<file path="src/hdl/lpc_pkg.sv">
// shared constants and types of the local peak clipping filter
package lpc_pkg;

    // line store depth and pixel width
    localparam int MAX_WIDTH   = 1024;
    localparam int PIXEL_BITS  = 31;
    localparam int COL_BITS    = $clog2(MAX_WIDTH);

    // configuration register widths
    localparam int WIDTH_BITS    = 11;
    localparam int HEIGHT_BITS   = 16;
    localparam int CFG_DATA_BITS = (WIDTH_BITS > HEIGHT_BITS) ? WIDTH_BITS : HEIGHT_BITS;
    localparam int CFG_INDEX_BITS = 1;

    // effective width arithmetic must hold both the register and MAX_WIDTH
    localparam int EW_BITS = (WIDTH_BITS > COL_BITS + 1) ? WIDTH_BITS : COL_BITS + 1;

    // register indexes
    localparam logic [CFG_INDEX_BITS-1:0] CFG_IMAGE_WIDTH  = 1'b0;
    localparam logic [CFG_INDEX_BITS-1:0] CFG_IMAGE_HEIGHT = 1'b1;

    // item operation codes
    localparam logic OP_PIXEL = 1'b0;
    localparam logic OP_DRAIN = 1'b1;

    // per-item control decided by the raster scan
    typedef struct packed {
        logic                take;
        logic [COL_BITS-1:0] col;
        logic                last_col;
        logic                up_en;
        logic                emit;
        logic                frame_end;
        logic                draining;
    } lpc_step_t;

endpackage

</file>
<file path="src/hdl/lpc_scan_ctrl.sv">
// configuration registers and raster scan counters
module lpc_scan_ctrl (
    input  logic                               clk,
    input  logic                               rst_n,
    input  logic                               cfg_wr_en,
    input  logic [lpc_pkg::CFG_INDEX_BITS-1:0] cfg_index,
    input  logic [lpc_pkg::CFG_DATA_BITS-1:0]  cfg_data,
    input  logic                               accept,
    input  logic                               op,
    output lpc_pkg::lpc_step_t                 step
);
    import lpc_pkg::*;

    logic [WIDTH_BITS-1:0]  width_reg;
    logic [HEIGHT_BITS-1:0] height_reg;
    logic [HEIGHT_BITS-1:0] row_reg, row_next;
    logic [COL_BITS-1:0]    col_reg, col_next;
    logic                   draining_reg, draining_next;

    logic [EW_BITS-1:0]     width_ext;
    logic [EW_BITS-1:0]     eff_width;
    logic [EW_BITS-1:0]     col_ext;
    logic [HEIGHT_BITS-1:0] eff_height;
    logic [HEIGHT_BITS-1:0] row_inc;
    logic [COL_BITS-1:0]    col_now;
    logic                   last_col;
    logic                   take;

    // configuration writes
    always_ff @(posedge clk or negedge rst_n)
    begin
        if (!rst_n)
        begin
            width_reg  <= WIDTH_BITS'(1);
            height_reg <= HEIGHT_BITS'(1);
        end
        else if (cfg_wr_en)
        begin
            unique case (cfg_index)
                CFG_IMAGE_WIDTH:  width_reg  <= cfg_data[WIDTH_BITS-1:0];
                CFG_IMAGE_HEIGHT: height_reg <= cfg_data[HEIGHT_BITS-1:0];
                default:          ;
            endcase
        end
    end

    // effective frame size, zero read as one, width clamped to the line store
    always_comb
    begin
        width_ext = EW_BITS'(width_reg);
        if (width_ext == '0)
        begin
            eff_width = EW_BITS'(1);
        end
        else if (width_ext > EW_BITS'(MAX_WIDTH))
        begin
            eff_width = EW_BITS'(MAX_WIDTH);
        end
        else
        begin
            eff_width = width_ext;
        end
        eff_height = (height_reg == '0) ? HEIGHT_BITS'(1) : height_reg;
    end

    // current column, saturated when the width shrank mid-row
    always_comb
    begin
        col_ext  = EW_BITS'(col_reg);
        col_now  = (col_ext < eff_width) ? col_reg : COL_BITS'(eff_width - EW_BITS'(1));
        last_col = (EW_BITS'(col_now) + EW_BITS'(1)) >= eff_width;
        take     = !(op == OP_DRAIN && !draining_reg);
        row_inc  = row_reg + HEIGHT_BITS'(1);
    end

    // step control for the item at the input
    always_comb
    begin
        step.take      = take;
        step.col       = col_now;
        step.last_col  = last_col;
        step.up_en     = row_reg >= HEIGHT_BITS'(2);
        step.emit      = draining_reg || (row_reg != '0);
        step.frame_end = draining_reg && last_col;
        step.draining  = draining_reg;
    end

    // counter advance on a taken item
    always_comb
    begin
        row_next      = row_reg;
        col_next      = col_reg;
        draining_next = draining_reg;
        if (accept && take)
        begin
            if (last_col)
            begin
                col_next = '0;
                if (draining_reg)
                begin
                    draining_next = 1'b0;
                    row_next      = '0;
                end
                else
                begin
                    row_next = row_inc;
                    if (row_inc >= eff_height)
                    begin
                        draining_next = 1'b1;
                    end
                end
            end
            else
            begin
                col_next = col_now + COL_BITS'(1);
            end
        end
    end

    always_ff @(posedge clk or negedge rst_n)
    begin
        if (!rst_n)
        begin
            row_reg      <= '0;
            col_reg      <= '0;
            draining_reg <= 1'b0;
        end
        else
        begin
            row_reg      <= row_next;
            col_reg      <= col_next;
            draining_reg <= draining_next;
        end
    end

endmodule

</file>
<file path="config.mk">
export PLATFORM = sky130hd
export DESIGN_NAME = lpc_scan_ctrl
export DESIGN_NICKNAME = d
export VERILOG_FILES = /design/src/hdl/lpc_pkg.sv /design/src/hdl/lpc_scan_ctrl.sv
export SDC_FILE = /design/constraint.sdc
export NUM_CORES = 1
export LEC_CHECK = 0
export CAP_MARGIN = 20
export CORE_MARGIN = 4
export CORE_UTILIZATION = 54
export DETAILED_ROUTE_END_ITERATION = 7
export DONT_BUFFER_PORTS = 1
export PLACE_DENSITY_LB_ADDON = 0.08
export SYNTH_ARGS = -nofsm -noshare
export SYNTH_HDL_FRONTEND = slang
export SYNTH_SLANG_ARGS = --single-unit
</file>
<file path="constraint.sdc">
create_clock -name clk -period 6.9 [get_ports clk]
set_clock_uncertainty 0.1 [all_clocks]
set_input_delay 1.035 -clock clk [delete_from_list [all_inputs] [get_ports clk]]
set_output_delay 1.035 -clock clk [all_outputs]
set_load 0.02 [all_outputs]
</file>
==> results.cfg, run 1 <==
[route]
vias_per_cell = 6.01
wl_microns = 9730
avgRoutedWirePerCell_microns = 17.5
vias = 3333
postRouteAntennaNets = 0
drtIter0Drc = 221
drc = 0
drtPass1Iterations = 7

[die]
die_x_microns = 96.1
top_level_ports = 38
rows = 31
die_y_microns = 96.1
fp.dieArea_sq_um = 9230
start_util = 0.565
core_area_sq_um = 7410

[critical_path]
setup.worst_path.start = width_ext[10]
regToRegStartpoint = width_ext[10]
startpoint_type = flop
arrival_ps = 5440
worst_setup_path_end_kind = primary output
cp.required_ps = 5760
path_max_fanout = 10
crit_type = reg2out

[layout]
final_nets = 518
final_area_sq_um = 4420
drive_above_1_share = 0.156
fillCellCount = 671
area_growth_pct = 5.44
diodes = 0

[timing]
setup_ws_ps = 326
max_freq_mhz = 152
finalCritPeriodShare = 0.953
period_minus_slack_ps = 6570
drv_slew = 0
slew_headroom = 0.379
hold_violations = 0
worst_pin_slew_ps = 929
setup_violations = 0
rsz0062_at_grt = no
tns_ps = 0

[pwr]
p_per_area_nw_per_um2 = 366
ir_drop_uv = 158
p_leak_nw = 2.02

[clock_tree]
postCtsHoldBufs = 0
cts-root-buf = clkbuf_8
insertion_delay_ps = 330
cts_made_buffers = 5
clock_path_buffers = 2
cts-htree-levels = 2
path_clk_slew_ps = 120
cts_tree = yes
cts.sinks = 54

[place]
place_hpwl_microns = 7580
pre_cts_slack_ps = 202
placed_cell_area_sq_um = 4250
gp_congestion = 0.900
numPortBuffers = 0

[yosys]
postSynth.asyncResetShare = 1.00
synth_warnings = 0
ys_top_cells_by_area = dfrtp_1, ha_1, mux2_2, nand2_1, o21ai_0
yosysMostFrequentCell = nand2_1
syn_area_sq_um = 4190
ys.flop_type = dfrtp_1
synth_cell_types = 59
synth_edf_count = 0
syn_avg_cell_area_sq_um = 9.20
ys_seq_area_frac = 0.323
synth_common_cells = nand2_1, dfrtp_1, ha_1
synth_seq_cells = 54
yosysTopAreaCell = dfrtp_1
synthesis.nets = 518
synth_top_cell_area_share = 0.311
synth_cells = 455

[grt]
grt_pass1_vias = 3253
grt_overflow = 0
grt_max_degree = 55
grt_usage = 0.225
grt_antenna_before_repair = 0
grt_pass1_wl_microns = 16300

[status]
status = finished clean

[run]
drv_cap = 0

[hold_path]
hold_path.class = in2async
[metrics by stage]
stage / hold WS [ps] / power [W] / cells / utilization
after floorplan: 387 / 0.00120 / 455 / -
after global placement: 417 / 0.00139 / 540 / 0.573
after detailed placement: 431 / 0.00140 / 540 / 0.573
after CTS: 278 / 0.00161 / 553 / 0.591
after global routing: 264 / 0.00175 / 555 / 0.596
final: 282 / 0.00162 / 555 / 0.596
[layer usage]
metal | vias up | global-route usage | wire length (microns)
met5 | - | 0 | 0
met4 | 0 | 0.0533 | 130
met3 | 10 | 0.0446 | 726
met2 | 120 | 0.329 | 4160
met1 | 1570 | 0.340 | 4710
li1 | 1633 | - | -
[area by class of cell]
| type | instances | area, sq um | share of cell area |
|---|---|---|---|
| multi-input combinational | 356 | 2640 | 0.598 |
| sequential | 54 | 1360 | 0.307 |
| tap | 99 | 124 | 0.0281 |
| timing repair buffer | 13 | 101 | 0.0230 |
| inverter | 25 | 97.6 | 0.0221 |
| clock buffer | 5 | 68.8 | 0.0156 |
| clock inverter | 3 | 26.3 | 0.00595 |
[worst max-delay path, cell delays in order (launching register included)]
cell      delay, ps
dfrtp_2         480
buf_4           170
nand2b_1        210
ha_1            340
nand2_1          50
or3_1           320
or4_4           550
nand3_2         140
buf_6           160
nor2_1           50
a21oi_1         220
ha_2            280
inv_1            90
a311o_1         340
a211oi_1        190
mux2i_1         130
xnor2_1         160
ha_1            200
a21o_1          150
a21o_1          180
a221oi_2        300
o21ai_1         150
and2_1          250
[report_power, final]
group / switching [W] / total (W) / internal, W
clock network: 0.000121 / 0.000196 / 0.0000751
logic: 0.000518 / 0.000928 / 0.000411
registers: 0.000111 / 0.000493 / 0.000383
total: 0.000749 / 0.00162 / 0.000869
[final timing paths]
check                      cells past startpoint        endpoint  slack, ps
min in group clk                               1  height_reg[11]        460
hold / removal                                 0      col_reg[3]        280
setup / recovery                              22         step[1]        330
setup reg to reg                              25      col_reg[9]        810
max in group asynchronous                      0   height_reg[0]       6210
hold reg to reg                                1  height_reg[11]        460
[placed cells by master, fill, tap and decap left out, drive strengths merged, types with 6 or more instances in the layout]
cell    instances
inv            26
buf            13
nand2b         13
nor3            7
nand3          17
mux2           31
nor4           10
a22o            6
a21oi          12
o21ai          28
xor2            8
xnor2          12
nor2           22
ha             41
and3            7
nand2          55
a21o           11
dfrtp          52
and2            6
nand4           6
mux2i           7
[logic make-up (layout without fill, tap and decap cells)]
kind of cell / Yosys count / count (layout) / synth area share
fa+ha+maj: 41 / 41 / 0.122
simple gates: 175 / 175 / 0.224
compound gates: 82 / 82 / 0.134
buf+inv: 45 / 46 / 0.0490
xor+xnor: 20 / 20 / 0.0436
flops: 54 / 54 / 0.323
mux: 38 / 38 / 0.104
[timing repair]
item / 4_1_cts / 5_1_grt
setup endpoints to repair: 2 / 2
hold endpoints to repair: 0 / 0
setup buffers: 5 / 2
gates resized for setup: 1 / 5
No activity file was read; power rests on OpenSTA's default activity.
==> inputs of run 2 (changes only) <==
==> constraint.sdc (replaced) <==
create_clock -name clk -period 6.9 [get_ports clk]
set_clock_uncertainty 0.1 [all_clocks]
set_input_delay 0.69 -clock clk [delete_from_list [all_inputs] [get_ports clk]]
set_output_delay 0.69 -clock clk [all_outputs]
set_load 0.02 [all_outputs]
==> run 2 against run 1 <==
Count of clock-buffer cells in the layout unchanged. Power is 0.17% higher. Maximum frequency increased by 2.9%. Sequential cell count unchanged. Non-clock buffer count decreased by 5. Register-to-register slack is essentially flat. Critical endpoint unchanged.
==> results.cfg, run 2 (same netlist as run 1, synthesis figures left out) <==
[die]
rows = 31
fp.dieArea_sq_um = 9230
die_y_microns = 96.1
core_area_sq_um = 7410
top_level_ports = 38
die_x_microns = 96.1
start_util = 0.565

[clock_tree]
path_clk_slew_ps = 110
cts_tree = yes
cts-htree-levels = 2
cts_made_buffers = 5
cts-root-buf = clkbuf_8
clock_path_buffers = 2
insertion_delay_ps = 330
cts.sinks = 54

[timing]
period_minus_slack_ps = 6390
finalCritPeriodShare = 0.926
max_freq_mhz = 157
hold_violations = 0
setup_violations = 0
tns_ps = 0
rsz0062_at_grt = no
slew_headroom = 0.357
worst_pin_slew_ps = 963
setup_ws_ps = 512
drv_slew = 0

[layout]
drive_above_1_share = 0.144
multi_input_area_sq_um = 2640
layout_common_cells = nand2_1, dfrtp_1, ha_1
final_area_sq_um = 4390
fillCellCount = 675
final_common_cell = nand2_1
regArea_sq_um = 1360
area_growth_pct = 4.90
final_nets = 513
diodes = 0

[place]
pre_cts_slack_ps = 362
numPortBuffers = 0
gp_congestion = 0.917
place_hpwl_microns = 7830
placed_cell_area_sq_um = 4240

[grt]
grt_usage = 0.234
grt_overflow = 0
grt_antenna_before_repair = 0
grt_max_degree = 53
grt_pass1_wl_microns = 16600
grt_pass1_vias = 3212

[route]
postRouteAntennaNets = 0
drc = 0
avgRoutedWirePerCell_microns = 18.4
wl_microns = 10100
vias = 3310
vias_per_cell = 6.02
drtPass1Iterations = 5
drtIter0Drc = 267

[critical_path]
arrival_ps = 5600
cp.required_ps = 6110
startpoint_type = flop
crit_type = reg2out
worst_setup_path_end_kind = primary output
path_max_fanout = 13

[run]
drv_cap = 0

[status]
status = finished clean

[pwr]
p_leak_nw = 2.00
ir_drop_uv = 144
p_per_area_nw_per_um2 = 369

[hold_path]
hold_path.class = in2async
## run 2: timing repair
| item | 4_1_cts | 5_1_grt |
|---|---|---|
| hold endpoints to repair | 52 | 0 |
| buffers inserted | 0 | 2 |
| resized for setup | 0 | 4 |
| hold buffers | 1 | 0 |
| endpoints found under the setup margin | 0 | 15 |
## run 2: area by class of cell
class,instances,area share
flip-flops and latches,54,0.308
repair buffers,8,0.0182
well taps,99,0.0282
clock buffers,5,0.0157
clock inverters,3,0.00655
multi-input cells,356,0.601
inverters,25,0.0222
## run 2: final timing paths
| path | start | endpoint | slack, ps | cells past startpoint |
|---|---|---|---|---|
| max in group asynchronous | rst_n | width_ext[10] | 6340 | 1 |
| max reg2reg | width_ext[10] | row_reg[15] | 810 | 24 |
| max | width_ext[10] | step[1] | 510 | 21 |
| min in group clk | cfg_data[10] | width_ext[10] | 390 | 2 |
| min | rst_n | height_reg[0] | 90 | 0 |
| min reg2reg | height_reg[2] | height_reg[2] | 450 | 1 |
## run 2: through the flow
step | utilization | hold WS, ps | instances | power (W)
final | 0.593 | 92.4 | 550 | 0.00162
after global routing | 0.593 | 64.6 | 550 | 0.00177
after CTS | 0.589 | 84.2 | 548 | 0.00161
after detailed placement | 0.572 | 296 | 539 | 0.00140
after global placement | 0.572 | 296 | 539 | 0.00139
after floorplan | - | 294 | 455 | 0.00120
## run 2: worst max-delay path: stages, from the launching register on
cell and delay (ps):
dfrtp_2 510, clkinvlp_4 210, nand2_1 120, ha_1 340, nand4b_1 100, or3_1 370
or4_4 540, nand3_1 160, nor2_1 60, a21oi_1 200, ha_1 270, inv_1 100
a311o_1 350, a211oi_1 240, mux2i_1 140, xnor2_1 170, ha_1 210, a21o_1 160
a21o_1 180, a221oi_2 380, o21ai_2 210, and2_1 280
## run 2: power breakdown
part | switching [W] | internal [W] | total [W]
clock | 0.000124 | 0.0000757 | 0.000200
sequential | 0.000115 | 0.000382 | 0.000497
combinational | 0.000526 | 0.000396 | 0.000923
total | 0.000766 | 0.000854 | 0.00162
## run 2: layer usage
metal,GRT usage,wire length [microns],vias up,share of wire
met4,0.0521,95,0,0.0094
met1,0.354,4950,1566,0.49
met2,0.340,4420,112,0.44
met5,0,0,-,0
li1,-,-,1624,-
met3,0.0532,679,8,0.067
